==> config.mk <==
export PLATFORM = sky130hd
export DESIGN_NAME = elevator_stop_table_flat
export DESIGN_NICKNAME = d
export VERILOG_FILES = /design/src/design/est_pkg.sv /design/src/design/est_req_if.sv /design/src/design/est_rsp_if.sv /design/src/design/elevator_stop_table.sv /design/src/flat_wrapper.sv
export SDC_FILE = /design/constraint.sdc
export NUM_CORES = 1
export LEC_CHECK = 0
export ABC_AREA = 1
export BUFFER_PORTS_ARGS = -buffer_cell sky130_fd_sc_hd__buf_2
export CAP_MARGIN = 20
export CORE_MARGIN = 1.5
export CORE_UTILIZATION = 55
export DETAILED_ROUTE_END_ITERATION = 8
export PLACE_DENSITY_LB_ADDON = 0.25
export SKIP_LAST_GASP = 1
export SLEW_MARGIN = 0
export SYNTH_ARGS = -nofsm -noshare
export SYNTH_HDL_FRONTEND = slang
export SYNTH_SLANG_ARGS = --single-unit
==> constraint.sdc <==
create_clock -name clk -period 2.8 [get_ports clk]
set_input_delay 0.84 -clock clk [delete_from_list [all_inputs] [get_ports clk]]
set_output_delay 0.84 -clock clk [all_outputs]
set_load 0.1 [all_outputs]
==> src/design/est_pkg.sv <==
`default_nettype none
package est_pkg;

	localparam int OP_W     = 2;
	localparam int FLOOR_W  = 6;
	localparam int DIR_W    = 2;
	localparam int TARGET_W = 6;
	localparam int COUNT_W  = 5;

	typedef logic [OP_W-1:0]     op_t;
	typedef logic [FLOOR_W-1:0]  floor_t;
	typedef logic [DIR_W-1:0]    dir_t;
	typedef logic [TARGET_W-1:0] target_t;
	typedef logic [COUNT_W-1:0]  count_t;

	localparam op_t OP_ADD    = 2'd0;
	localparam op_t OP_DELETE = 2'd1;
	localparam op_t OP_SEARCH = 2'd2;
	localparam op_t OP_TARGET = 2'd3;

	localparam dir_t DIR_IDLE = 2'd0;
	localparam dir_t DIR_UP   = 2'd1;
	localparam dir_t DIR_DOWN = 2'd2;

endpackage
`default_nettype wire

==> src/design/est_req_if.sv <==
`default_nettype none
interface est_req_if import est_pkg::*; ();
	logic    valid;
	logic    ready;
	op_t     op;
	floor_t  floor;
	dir_t    direction;
	target_t current_target;

	modport source (output valid, output op, output floor, output direction,
		output current_target, input ready);
	modport sink (input valid, input op, input floor, input direction,
		input current_target, output ready);
endinterface
`default_nettype wire

==> src/design/est_rsp_if.sv <==
`default_nettype none
interface est_rsp_if import est_pkg::*; ();
	logic    valid;
	logic    ready;
	logic    ok;
	target_t new_target;
	count_t  stop_count;

	modport source (output valid, output ok, output new_target, output stop_count,
		input ready);
	modport sink (input valid, input ok, input new_target, input stop_count,
		output ready);
endinterface
`default_nettype wire

==> src/design/elevator_stop_table.sv <==
// Sequence: an accepted request scans every slot (one read per slot through the
// shared comparator), then drains, then commits its result once the output is
// not stalled; the next request is taken only after its predecessor's result
// is registered, so requests never overlap.
// Reset: arst_n clears all slot valid bits, the stop count and the sequencer;
// the floor memory is not cleared, unwritten slots are never used.
`default_nettype none
module elevator_stop_table import est_pkg::*; #(
	parameter int CAPACITY   = 16,
	parameter int FLOOR_BITS = 6
) (
	input  wire logic clk,
	input  wire logic arst_n,
	est_req_if.sink   req,
	est_rsp_if.source rsp
);

	localparam int IDX_W = (CAPACITY > 1) ? $clog2(CAPACITY) : 1;
	localparam int CNT_W = $clog2(CAPACITY + 1);
	localparam int FB    = FLOOR_BITS;
	localparam logic [IDX_W-1:0] LAST_IDX = IDX_W'(CAPACITY - 1);
	localparam logic [CNT_W-1:0] FULL_CNT = CNT_W'(CAPACITY);

	localparam logic [1:0] ST_IDLE  = 2'd0;
	localparam logic [1:0] ST_SCAN  = 2'd1;
	localparam logic [1:0] ST_DRAIN = 2'd2;
	localparam logic [1:0] ST_DONE  = 2'd3;

	logic [1:0]          state_q;
	logic [IDX_W-1:0]    idx_q;
	op_t                 op_q;
	dir_t                dir_q;
	logic [FB-1:0]       floor_q;
	logic [FB-1:0]       cur_q;

	logic [FB-1:0]       floor_mem [CAPACITY];
	logic [FB-1:0]       rd_s1;
	logic                cmp_vld_s1;
	logic                slot_vld_s1;
	logic [IDX_W-1:0]    cmp_idx_s1;

	logic [CAPACITY-1:0] valid_q;
	logic [CNT_W-1:0]    cnt_q;

	logic                hit_q;
	logic [IDX_W-1:0]    hit_idx_q;
	logic                free_q;
	logic [IDX_W-1:0]    free_idx_q;
	logic                any_q;
	logic [FB-1:0]       ext_q;

	logic                rsp_vld_q;
	logic                ok_q;
	target_t             tgt_q;
	count_t              count_q;

	logic [FB-1:0]       cmp_a;
	logic [FB-1:0]       cmp_b;
	logic                cmp_eq;
	logic                cmp_gt;
	logic                take;

	logic                accept;
	logic                commit;
	logic                ok_d;
	logic [FB-1:0]       tgt_d;
	logic                wr_en;
	logic                clr_en;
	logic [CNT_W-1:0]    cnt_d;

	logic [FB+FLOOR_W-1:0]     floor_wide;
	logic [FB+FLOOR_W-1:0]     cur_wide;
	logic [FB+TARGET_W-1:0]    tgt_wide;
	logic [CNT_W+COUNT_W-1:0]  cnt_wide;

	assign floor_wide = {{FB{1'b0}}, req.floor};
	assign cur_wide   = {{FB{1'b0}}, req.current_target};
	assign tgt_wide   = {{TARGET_W{1'b0}}, tgt_d};
	assign cnt_wide   = {{COUNT_W{1'b0}}, cnt_d};

	assign req.ready = (state_q == ST_IDLE);
	assign accept    = req.valid && req.ready;
	assign commit    = (state_q == ST_DONE) && (!rsp_vld_q || rsp.ready);

	assign rsp.valid      = rsp_vld_q;
	assign rsp.ok         = ok_q;
	assign rsp.new_target = tgt_q;
	assign rsp.stop_count = count_q;

	// Shared comparator: slot vs key (vs running extreme for target) during the scan, extreme vs target at commit.
	always_comb begin
		if (state_q == ST_DONE) begin
			cmp_a = ext_q;
			cmp_b = cur_q;
		end else begin
			cmp_a = rd_s1;
			cmp_b = (op_q == OP_TARGET) ? ext_q : floor_q;
		end
	end

	assign cmp_eq = (cmp_a == cmp_b);
	assign cmp_gt = (cmp_a > cmp_b);
	// Up wants the highest floor, anything else tracks the lowest.
	assign take   = (dir_q == DIR_UP) ? cmp_gt : (!cmp_gt && !cmp_eq);

	always_comb begin
		ok_d   = 1'b0;
		tgt_d  = cur_q;
		wr_en  = 1'b0;
		clr_en = 1'b0;
		cnt_d  = cnt_q;
		unique case (op_q)
			OP_ADD: begin
				if (cnt_q != FULL_CNT) begin
					ok_d = 1'b1;
					if (!hit_q) begin
						wr_en = 1'b1;
						cnt_d = cnt_q + CNT_W'(1);
					end
				end
			end
			OP_DELETE: begin
				if (cnt_q != '0 && hit_q) begin
					ok_d   = 1'b1;
					clr_en = 1'b1;
					cnt_d  = cnt_q - CNT_W'(1);
				end
			end
			OP_SEARCH: begin
				ok_d = hit_q;
			end
			OP_TARGET: begin
				if (any_q && dir_q == DIR_UP && cmp_gt) begin
					tgt_d = ext_q;
				end else if (any_q && dir_q == DIR_DOWN && !cmp_gt && !cmp_eq) begin
					tgt_d = ext_q;
				end
			end
			default: begin
				ok_d = 1'b0;
			end
		endcase
	end

	always_ff @(posedge clk or negedge arst_n) begin
		if (!arst_n) begin
			state_q    <= ST_IDLE;
			idx_q      <= '0;
			cmp_vld_s1 <= 1'b0;
			valid_q    <= '0;
			cnt_q      <= '0;
			rsp_vld_q  <= 1'b0;
		end else begin
			cmp_vld_s1 <= (state_q == ST_SCAN);
			if (commit) begin
				rsp_vld_q <= 1'b1;
			end else if (rsp_vld_q && rsp.ready) begin
				rsp_vld_q <= 1'b0;
			end
			unique case (state_q)
				ST_IDLE: begin
					if (accept) begin
						idx_q   <= '0;
						state_q <= ST_SCAN;
					end
				end
				ST_SCAN: begin
					if (idx_q == LAST_IDX) begin
						state_q <= ST_DRAIN;
					end else begin
						idx_q <= idx_q + IDX_W'(1);
					end
				end
				ST_DRAIN: begin
					state_q <= ST_DONE;
				end
				ST_DONE: begin
					if (commit) begin
						cnt_q <= cnt_d;
						if (wr_en) begin
							valid_q[free_idx_q] <= 1'b1;
						end
						if (clr_en) begin
							valid_q[hit_idx_q] <= 1'b0;
						end
						state_q <= ST_IDLE;
					end
				end
				default: begin
					state_q <= ST_IDLE;
				end
			endcase
		end
	end

	// Scan trackers, request fields, slot read pipeline and result registers.
	always_ff @(posedge clk) begin
		if (accept) begin
			op_q    <= req.op;
			dir_q   <= req.direction;
			floor_q <= floor_wide[FB-1:0];
			cur_q   <= cur_wide[FB-1:0];
			hit_q   <= 1'b0;
			free_q  <= 1'b0;
			any_q   <= 1'b0;
		end else if (cmp_vld_s1) begin
			if (slot_vld_s1 && cmp_eq && !hit_q) begin
				hit_q     <= 1'b1;
				hit_idx_q <= cmp_idx_s1;
			end
			if (!slot_vld_s1 && !free_q) begin
				free_q     <= 1'b1;
				free_idx_q <= cmp_idx_s1;
			end
			if (slot_vld_s1 && (!any_q || take)) begin
				any_q <= 1'b1;
				ext_q <= rd_s1;
			end
		end
		slot_vld_s1 <= valid_q[idx_q];
		cmp_idx_s1  <= idx_q;
		if (commit) begin
			ok_q    <= ok_d;
			tgt_q   <= tgt_wide[TARGET_W-1:0];
			count_q <= cnt_wide[COUNT_W-1:0];
		end
	end

	always_ff @(posedge clk) begin
		if (commit && wr_en) begin
			floor_mem[free_idx_q] <= floor_q;
		end
		rd_s1 <= floor_mem[idx_q];
	end

endmodule
`default_nettype wire

==> src/flat_wrapper.sv <==
// flat-port wrapper written by rule: the top's interface ports become plain ports
module elevator_stop_table_flat import est_pkg::*;
#(
	parameter int CAPACITY   = 16,
	parameter int FLOOR_BITS = 6
)
  (clk, arst_n, req_valid, req_op, req_floor, req_direction, req_current_target, req_ready, rsp_valid, rsp_ok, rsp_new_target, rsp_stop_count, rsp_ready);
  est_req_if req_i ();
  est_rsp_if rsp_i ();
  input  wire logic clk;
  input  wire logic arst_n;
  input wire logic [$bits(req_i.valid)-1:0] req_valid;
  input wire logic [$bits(req_i.op)-1:0] req_op;
  input wire logic [$bits(req_i.floor)-1:0] req_floor;
  input wire logic [$bits(req_i.direction)-1:0] req_direction;
  input wire logic [$bits(req_i.current_target)-1:0] req_current_target;
  output wire logic [$bits(req_i.ready)-1:0] req_ready;
  output wire logic [$bits(rsp_i.valid)-1:0] rsp_valid;
  output wire logic [$bits(rsp_i.ok)-1:0] rsp_ok;
  output wire logic [$bits(rsp_i.new_target)-1:0] rsp_new_target;
  output wire logic [$bits(rsp_i.stop_count)-1:0] rsp_stop_count;
  input wire logic [$bits(rsp_i.ready)-1:0] rsp_ready;
  assign req_i.valid = req_valid;
  assign req_i.op = req_op;
  assign req_i.floor = req_floor;
  assign req_i.direction = req_direction;
  assign req_i.current_target = req_current_target;
  assign req_ready = req_i.ready;
  assign rsp_valid = rsp_i.valid;
  assign rsp_ok = rsp_i.ok;
  assign rsp_new_target = rsp_i.new_target;
  assign rsp_stop_count = rsp_i.stop_count;
  assign rsp_i.ready = rsp_ready;
  elevator_stop_table #(.CAPACITY(CAPACITY), .FLOOR_BITS(FLOOR_BITS)) u_core (.clk(clk), .arst_n(arst_n), .req(req_i), .rsp(rsp_i));
endmodule
### Word level (Yosys, flattened, before mapping)

Memory sizes are Yosys's and may differ from the RTL's. A register that Yosys moved wholly into a read port is not among the register bits.
Index checks and enable logic that the tools add are counted.

| storage, ports and cells | value |
|---|---|
| bits in registers | 79 |
| memory bits (writable) | 96 |
| bits of input ports | 20 |
| logic and storage cells | 129 |
| memories kept | 1 |

| operators by class | value |
|---|---|
| $add $sub $neg | 3 |
| order comparisons | 6 |
| equal/unequal tests | 15 |
| multiplexer cells | 39 |
| bitwise gates (word level) | 4 |
| reduce and logical (&&, ||, !) cells | 40 |

Memories:

| memory | words | width | read ports | clocked after memory_dff | wr ports | line | text |
|---|---|---|---|---|---|---|---|
| u_core.floor_mem | 16 | 6 | 1 | 1 | 1 | elevator_stop_table.sv:36 | `logic [FB-1:0] floor_mem [CAPACITY];` |

Operators by type and width:

| operator | count |
|---|---|
| $mux 16 | 4 |
| $mux 6 | 6 |
| $logic_and 1x1->1 | 17 |
| $and 16x16->16 | 1 |
| $not 16->16 | 1 |
| $or 16x16->16 | 1 |
| $lt 4x5->1 const B | 3 |
| $mux 5 | 3 |
| $reduce_and 3->1 | 5 |
| $mux 1 | 14 |
| $eq 2x2->1 const B | 5 |
| $pmux 5 s2 | 1 |
| $demux 1 s4 | 2 |
| $ge 4x1->1 const B | 2 |
| $mux 4 | 2 |
| $pmux 2 s4 | 1 |
| $pmux 4 s2 | 1 |
| $reduce_and 2->1 | 4 |
| $logic_not 1->1 | 7 |
| $eq 2x1->1 const B | 3 |
| $eq 6x6->1 | 1 |
| $gt 6x6->1 | 1 |
| $mux 2 | 3 |
| $ne 2x2->1 const B | 3 |
| 13 further kinds | 16 |

### Depth between registers and ports, before layout

Gate-level depths: netlist (run 1).

| depth | value |
|---|---|
| depth in word-level cells | 10 |
| mapped depth | 17 |
| gate-level depth less buffers | 16 |

### Worst setup path after synthesis (run 1)

No wires, ideal clock.

| path | value |
|---|---|
| path type | register to register |
| start | reg u_core.state_q[0] |
| end | reg u_core.ext_q[0], enable pin |
| setup time | 0.373 ns |
| arrival | 2.315 ns |
| path slack | 0.113 ns |
| stages on the path, launching flop included | 14 |
| period minus slack after synthesis | 2.687 ns |
| cell sequence | dfrtp_1 -> ha_1 -> buf_4 -> clkinv_1 -> clkbuf_1 -> o21ai_0 -> ha_1 -> nand2_1 -> nor2_1 -> nand2_1 -> inv_1 -> nor2_1 -> nand2_1 -> a31oi_1 |

| between the ends | value |
|---|---|
| word-level cells in the longest chain between the ends | 9 |
| elaborated cells between the ends (all ways) | 15 |
| classes of those cells | order compare (1); eq/ne (2); mux (3); bitwise (1); reduce/logical (8) |

Ends and longest elaborated chain:

| item | line | text |
|---|---|---|
| from (decl) | elevator_stop_table.sv:29 | `logic [1:0] state_q;` |
| from (signal assigned) | elevator_stop_table.sv:147 | `state_q <= ST_IDLE;` |
| from (signal assigned) | elevator_stop_table.sv:164 | `state_q <= ST_SCAN;` |
| from (signal assigned) | elevator_stop_table.sv:169 | `state_q <= ST_DRAIN;` |
| $eq 2x2->1 | elevator_stop_table.sv:92 | `if (state_q == ST_DONE) begin` |
| $mux 6 | elevator_stop_table.sv:92 |  |
| $gt 6x6->1 / $eq 6x6->1 (equally long branches) | elevator_stop_table.sv:102, elevator_stop_table.sv:101 |  |
| $logic_not 1->1 | elevator_stop_table.sv:104 | `assign take = (dir_q == DIR_UP) ? cmp_gt : (!cmp_gt && !cmp_eq);` |
| $logic_and 1x1->1 | elevator_stop_table.sv:104 |  |
| $mux 1 | elevator_stop_table.sv:104 |  |
| $logic_or 1x1->1 | elevator_stop_table.sv:215 | `if (slot_vld_s1 && (!any_q \|\| take)) begin` |
| $logic_and 1x1->1 | elevator_stop_table.sv:215 |  |
| $reduce_and 3->1 (no line) * | -- |  |
| to (signal assigned) | elevator_stop_table.sv:217 | `ext_q <= rd_s1;` |
| to (decl) | elevator_stop_table.sv:50 | `logic [FB-1:0] ext_q;` |

Mark *: on every way between the ends. The rest lies on a longest branch, timed or not.
A chain may end at the register's enable or synchronous reset.

### Worst setup path in the final report (run 1)

| path | value |
|---|---|
| start | reg u_core.state_q[0] |
| end | reg u_core.tgt_q[4] (netlist: u_core.rsp.new_target[4]) (data pin) |

| between the ends | value |
|---|---|
| word-level cells in the longest chain between the ends | 9 |
| elaborated cells between the ends (all ways) | 13 |
| classes of those cells | order compare (1); eq/ne (2); mux (5); reduce/logical (5) |

Ends and longest elaborated chain:

| item | line | text |
|---|---|---|
| $eq 2x2->1 * | elevator_stop_table.sv:92 |  |
| $mux 6 | elevator_stop_table.sv:92 |  |
| $gt 6x6->1 | elevator_stop_table.sv:102 | `assign cmp_gt = (cmp_a > cmp_b);` |
| $logic_not 1->1 | elevator_stop_table.sv:135 | `end else if (any_q && dir_q == DIR_DOWN && !cmp_gt && !cmp_eq) begin` |
| $logic_and 1x1->1 (2 in series) | elevator_stop_table.sv:135 |  |
| $mux 6 | elevator_stop_table.sv:135 |  |
| $mux 6 * | elevator_stop_table.sv:133 | `if (any_q && dir_q == DIR_UP && cmp_gt) begin` |
| $mux 6 * | elevator_stop_table.sv:112 | `unique case (op_q)` |
| named net u_core.tgt_d[4] | elevator_stop_table.sv:66 | `logic [FB-1:0] tgt_d;` |
| to (signal assigned) | elevator_stop_table.sv:224 | `tgt_q <= tgt_wide[TARGET_W-1:0];` |
| to (decl) | elevator_stop_table.sv:54 | `target_t tgt_q;` |

Mark *: on every way through the listed nets, which the timed path passes. The rest lies on a longest branch.

==> results of run 1 <==
## area by class of cell
cell class / instances / area [um2]
timing repair buffer: 59 / 360
clock inverter: 14 / 124
timing repair inverter: 1 / 7.51
clock buffer: 18 / 439
tap: 180 / 225
inverter: 80 / 304
fill: 1040 / 5000
sequential: 181 / 5150
multi-input combinational: 458 / 2270
## registers in the layout (all words and copies together), names as in the netlist, 5 cells and up
signal / cells
u_core.floor_mem: 96
u_core.rd_s1: 6
u_core.ext_q: 6
u_core.cur_q: 6
u_core.valid_q: 16
u_core.cnt_q: 5
u_core.floor_q: 6
u_core.rsp.stop_count: 5
u_core.rsp.new_target: 6
## worst paths after layout
check	startpoint	to	depth (start not counted)	slack, ns
worst min register to register	u_core.cmp_idx_s1[0]	u_core.free_idx_q[0]	0	0.43
min in group asynchronous	arst_n	u_core.valid_q[6]	1	0.47
worst max register to register	u_core.state_q[0]	u_core.rsp.new_target[4]	16	0.20
worst min-delay path	u_core.cmp_idx_s1[0]	u_core.free_idx_q[0]	0	0.43
worst max-delay path	u_core.state_q[0]	u_core.rsp.new_target[4]	16	0.20
max in group asynchronous	arst_n	u_core.idx_q[0]	1	1.81
## cells in the mapped netlist, types with 3 or more instances
| cell type | instances | share of area (%) |
|---|---|---|
| a21oi_1 | 38 | 2.4 |
| o211ai_1 | 8 | 0.77 |
| o21ai_0 | 63 | 4.0 |
| nand4_1 | 14 | 1.1 |
| dfrtp_1 | 29 | 9.3 |
| a21oi_2 | 3 | 0.34 |
| dfxtp_1 | 14 | 3.6 |
| nand3_2 | 3 | 0.38 |
| inv_1 | 73 | 3.5 |
| clkbuf_1 | 10 | 0.48 |
| clkinv_1 | 4 | 0.19 |
| nand2_2 | 4 | 0.32 |
| o22ai_1 | 5 | 0.40 |
| nor2_1 | 80 | 3.8 |
| ha_1 | 13 | 2.1 |
| a22oi_1 | 3 | 0.29 |
| nor3_1 | 8 | 0.51 |
| inv_2 | 3 | 0.14 |
| buf_2 | 10 | 0.64 |
| edfxtp_1 | 138 | 53 |
| nand2_1 | 150 | 7.2 |
| nand3_1 | 49 | 3.1 |
## routing by layer
| metal | up-vias | track usage [%] | share of wire [%] |
|---|---|---|---|
| met4 | 0 | 8.43 | 1.9 |
| met3 | 29 | 5.34 | 6.1 |
| li1 | 2658 | - | - |
| met5 | - | 0 | 0 |
| met2 | 236 | 41.9 | 50 |
| met1 | 2739 | 32.2 | 42 |
## power by group through the flow
stage | combinational, uW | sequential, uW | clock, uW
floorplan | 1600 | 3990 | 0
global placement | 2500 | 3690 | 0
CTS | 2630 | 3640 | 2300
finish | 2700 | 3650 | 2270
detailed placement | 2620 | 3700 | 0
global route | 2960 | 3690 | 2400
## cells by family (layout without fill, tap and decap cells)
logic type               Yosys count  in the layout
buffers and inverters            103            172
XOR/XNOR                           2              2
AO/OA/AOI/OAI                    124            124
multiplexers                       1              1
flip-flops                       181            181
adder cells (fa/ha/maj)           13             13
AND/OR/NAND/NOR                  318            318
## repair_timing
action                                  in CTS  in global routing
gates resized for setup                      0                  5
setup buffers                                0                  2
endpoints found under the setup margin       0                 16
## metrics by stage
stage               setup WS (ns)  total power [uW]  std cells  hold WS (ns)  util (%)
finish                      0.204              8610        991         0.428      64.0
global route               0.0245              9050        991         0.450      64.0
CTS                        0.0160              8570        988         0.431      63.7
detailed placement         0.0135              6310        956         0.415      59.7
global placement            0.256              6190        956         0.408      59.7
floorplan                   0.113              5590        742         0.342         -
## critical path: cells and delay by family, from the launching register on
family,cells,cell delay [ns]
adder cells (fa/ha/maj),2,0.57
buffers and inverters,3,0.45
flip-flops,1,0.39
AND/OR/NAND/NOR,11,0.95
==> results_dict.tcl, run 1 <==
set metrics [dict create \
    outcome "finished clean" \
    clk_pin_slew_ns 0.07 \
    tightestPinTransition_ns 0.735 \
    grt_pass1_vias 5549 \
    yosys_register_bits 181 \
    vias 5662 \
    powerDensity_mw_per_mm2 970 \
    grt_max_degree 50 \
    arrival_ns 2.78 \
    placed_area_mm2 0.00828 \
    cp_common_cell "nand2_1" \
    crit_chain "ha_2, clkinvlp_4, buf_4, nand2_1, nand2_1, ha_1, nand2_1, nor2_1, nand2_1, inv_1, nor2_1, nand2_1, nand2_2, nand2_2, nand2_1, nand2_1" \
    initial_core_util_pct 56.4 \
    syn2layout_area_growth_pct 13.5 \
    cts-root-buf "clkbuf_16" \
    finalCritPeriodShare_pct 92.7 \
    p_switching_uw 3220 \
    synth_area_per_cell_um2 10.5 \
    synthFlopType "edfxtp_1" \
    fin_crit_ns 2.60 \
    leakagePower_uw 0.00368 \
    fmax_mhz 385 \
    drt-pass1-iter-count 5 \
    die_area_mm2 0.0150 \
    wl_per_cell_um 17.6 \
    vias_per_cell 5.71 \
    cts_max_level 4 \
    ant_nets 0 \
    crit_slowest_cell "dfrtp_1" \
    finalHoldViolCount 0 \
    layout_commonest_cell "nand2_1" \
    synth_fa_ha_area_share_pct 2.08 \
    startpoint_type "flop" \
    finClkSkew_ns 0.00773 \
    finalSetupTns_ns 0 \
    layout-drive-gt1-share_pct 14.4 \
    endpoint_kind "flop" \
    drv_cap 0 \
    cts_sinks 181 \
    irDropWorstVdd_mv 0.545 \
    cts_made_buffers 17 \
    yosysSeqAreaShare_pct 65.8 \
    antenna_found_initial 0 \
    port_buffers 33 \
    slew_headroom_pct 50.6 \
    worst-path-max-fanout 9 \
    synth-edff-count 138 \
    drv_slew 0 \
    synth_compound_gate_area_share_pct 8.60 \
    die_width_um 122 \
    grt_first_pass_wirelength_mm 28.0 \
    setup_viol 0 \
    syn_nets 775 \
    dp_hpwl_mm 11.9 \
    cts_hold_buf 0 \
    coreArea_mm2 0.0139 \
    p_comb_share_pct 31.3 \
    worstPathRequired_ns 2.98 \
    clockBufferDepth 2 \
    synth.distinct_cells 36 \
    clk_latency_ns 0.43 \
    syn_inst 742 \
    diodes 0 \
    fin_nets 831 \
    pin_count 34 \
    crit_path_max_incr_delay_ns 0.39 \
    final_cell_mix "nand2_1, edfxtp_1, nor2_1" \
    switching_share_pct 37.4 \
    grt.total_usage_pct 24.9 \
    num_rows 43 \
    yosys_warnings 0 \
    synthMuxAreaShare_pct 0.128 \
    intPower_uw 5390 \
    die_y_um 122 \
    cts_tree "done" \
    synth_top_family_by_area "simple AND/OR/NAND/NOR gates" \
    synth_xor_area_share_pct 0.224 \
    final_area_mm2 0.00888 \
    hold_path.class "reg2reg" \
    seqPwrFrac_pct 42.4 \
    drtIter0Drc 558 \
    pwr-share-clk_pct 26.3 \
    path_class "reg2reg" \
    globalplace.congestion 1.01 \
    synthSimpleGateAreaFrac_pct 17.9 \
    synth_area_mm2 0.00783 \
    rsz0062_at_grt "no" \
    drc_errors 0 \
    async_flop_share_pct 16.0 \
    routed_wl_mm 17.5 \
    grt_overflow_total 0 \
]
No activity file was read; power rests on OpenSTA's default activity.
==> run 2: changes to the inputs <==
--- a/config.mk
+++ b/config.mk
@@ -5,7 +5,6 @@
 export SDC_FILE = /design/constraint.sdc
 export NUM_CORES = 1
 export LEC_CHECK = 0
-export ABC_AREA = 1
 export BUFFER_PORTS_ARGS = -buffer_cell sky130_fd_sc_hd__buf_2
 export CAP_MARGIN = 20
 export CORE_MARGIN = 1.5
==> run 2 against run 1 <==
Compared with the run above:
- clock power is 8.8% higher
- critical path type unchanged
- fmax is 4.8% lower
- setup slack worse by 0.13 ns
- critical path depth is 6 lower
==> results_dict.tcl, run 2 <==
set metrics [dict create \
    clockBufferDepth 2 \
    layout_commonest_cell "edfxtp_1" \
    top_register "u_core.floor_mem" \
    placed_area_mm2 0.00832 \
    layout-drive-gt1-share_pct 27.8 \
    arrival_ns 2.91 \
    drtIter0Drc 433 \
    ant_nets 0 \
    synth-edff-count 138 \
    yosysSeqAreaShare_pct 67.1 \
    coreArea_mm2 0.0135 \
    pwr-share-clk_pct 27.0 \
    hold_ws_ns 0.428 \
    finalHoldViolCount 0 \
    drv_cap 0 \
    finClkSkew_ns 0.00958 \
    total_power_uw 9170 \
    grt_first_pass_wirelength_mm 25.2 \
    pin_count 34 \
    synth.distinct_cells 57 \
    num_rows 42 \
    path_class "reg2reg" \
    grt_max_degree 30 \
    async_flop_share_pct 16.0 \
    crit_family "multiplexers" \
    cts_sinks 181 \
    die_area_mm2 0.0147 \
    diodes 0 \
    synth_top_cell_by_area "edfxtp_1" \
    intPower_uw 6060 \
    p_switching_uw 3110 \
    fmax_mhz 367 \
    crit_chain "ha_4, buf_4, a21oi_1, a21oi_1, ha_1, and4_1, o21ai_0, o211a_1, mux2_4, mux2_2" \
    crit_path_max_incr_delay_ns 0.40 \
    hold_path.class "reg2reg" \
    clk_pin_slew_ns 0.07 \
    final_util_pct 66.5 \
    synth.top_cell.area_share_pct 54.0 \
    tightestPinTransition_ns 0.711 \
    dp_hpwl_mm 10.8 \
    die_y_um 121 \
    port_buffers 33 \
    drv_slew 0 \
    fin_crit_ns 2.73 \
    vias_per_cell 5.96 \
    cp_common_cell "a21oi_1" \
    worst-path-max-fanout 9 \
    final_area_mm2 0.00895 \
    setup_viol 0 \
    vias 4589 \
    largest_reg_flops 96 \
    startpoint_type "flop" \
    cp_num_buf_inv 1 \
    grt_overflow_total 0 \
    synth_area_per_cell_um2 15.2 \
    syn2layout_area_growth_pct 16.6 \
    fin_nets 614 \
    drt-pass1-iter-count 5 \
    leakagePower_uw 0.00338 \
    fillers 953 \
    syn_nets 537 \
    seqPwrFrac_pct 41.7 \
    slew_headroom_pct 52.6 \
    largest_registers "u_core.floor_mem (96), u_core.valid_q (16)" \
    routed_wl_mm 16.0 \
    synthTopCellsByArea "edfxtp_1, dfrtp_1, mux4_2" \
    die_width_um 121 \
    synth_commonest_cells "edfxtp_1, dfrtp_1, o21ai_0" \
    synthFlopType "edfxtp_1" \
    worstPathRequired_ns 2.98 \
    finalSetupTns_ns 0 \
    cts-root-buf "clkbuf_16" \
    antenna_found_initial 0 \
    final_cell_mix "edfxtp_1, buf_4, buf_2" \
    powerDensity_mw_per_mm2 1020 \
    p_comb_share_pct 31.4 \
    rrSetupSlack_ns 0.07 \
    cts_hold_buf 0 \
    outcome "finished clean" \
    syn_inst 504 \
    crit_slowest_cell "dfrtp_1" \
    synth_area_mm2 0.00767 \
    cts_max_level 4 \
    irDropWorstVdd_mv 0.556 \
    finalCritPeriodShare_pct 97.4 \
    synth_most_common_cell "edfxtp_1" \
    yosys_warnings 0 \
    globalplace.congestion 0.836 \
    grt.total_usage_pct 23.5 \
    drc_errors 0 \
    yosys_register_bits 181 \
    endpoint_kind "flop" \
    cts_made_buffers 17 \
    switching_share_pct 33.9 \
    initial_core_util_pct 57.0 \
    grt_pass1_vias 4625 \
    wl_per_cell_um 20.8 \
    cts_tree "done" \
    rsz0062_at_grt "yes" \
    clk_latency_ns 0.44 \
]
run 2: cell count changes in the layout (fill, tap and decap cells not counted), moves of 9 or more:
cell / change
a2bb2oi_1: +15
nand4_1: -13
mux4_2: +14
mux2i_1: +24
buf_4: +19
nand2b_1: +9
nand2_1: -123
inv_1: -62
nand3_1: -39
mux2_2: +20
nor2_1: -57
a21oi_1: -11
o21ai_0: -34
run 2: worst paths after layout:
kind / startpoint / to / depth (start not counted)
max reg2reg: u_core.state_q[0] / u_core.rsp.new_target[2] / 10
max: u_core.state_q[0] / u_core.rsp.new_target[2] / 10
min in group asynchronous: arst_n / u_core.valid_q[0] / 1
max in group asynchronous: arst_n / u_core.idx_q[0] / 1
min reg2reg: u_core.cmp_idx_s1[2] / u_core.free_idx_q[2] / 0
min: u_core.cmp_idx_s1[2] / u_core.free_idx_q[2] / 0
run 2: what timing repair did:
item                                   CTS  global route
resized for setup                        3             2
endpoints found under the hold margin    0             0
setup endpoints to repair                6             7
setup buffers                            0             0
run 2: stage by stage:
stage,instances,setup WS [ns]
5_1_grt,770,-0.0224
6_report,770,0.0730
3_3_place_gp,738,-0.0406
3_5_place_dp,738,-0.0989
2_1_floorplan,504,0.00876
4_1_cts,770,0.0262
run 2: cell families after synthesis:
kind of cell	Yosys count	synth area share, %
DFF	181	67.1
xor gates and xnor gates	4	0.457
buffers and inverters	32	1.87
adders and majority gates	13	2.12
muxes	60	10.5
AOI/OAI and AO/OA	103	8.79
and+or+nand+nor	111	9.20
run 2: area by class of cell:
class                           instances  area, um2  share of cell area [%]
Sequential cell                       181       5150                    57.5
Inverter                               11       41.3                   0.461
Tap cell                              176        220                    2.46
Clock inverter                         15        191                    2.14
Timing Repair Buffer                   79        526                    5.87
Clock buffer                           17        425                    4.75
Multi-Input combinational cell        291       2400                    26.8
run 2: metal layers:
metal  wire, um  up-vias  global-route usage (%)  part of all wire [%]
met5          0        -                       0                     0
met4        289        0                    8.46                   1.8
met3        662       27                    4.98                   4.1
met2       8190      130                    39.4                    51
met1       6860     2311                    30.5                    43
li1           -     2121                       -                     -
run 2: power groups by stage:
stage	Clock [uW]	Sequential [uW]	Combinational, uW
global route	2610	3880	3120
floorplan	0	4090	1800
finish	2470	3820	2880
detailed placement	0	3870	2830
global placement	0	3850	2760
CTS	2520	3820	2870
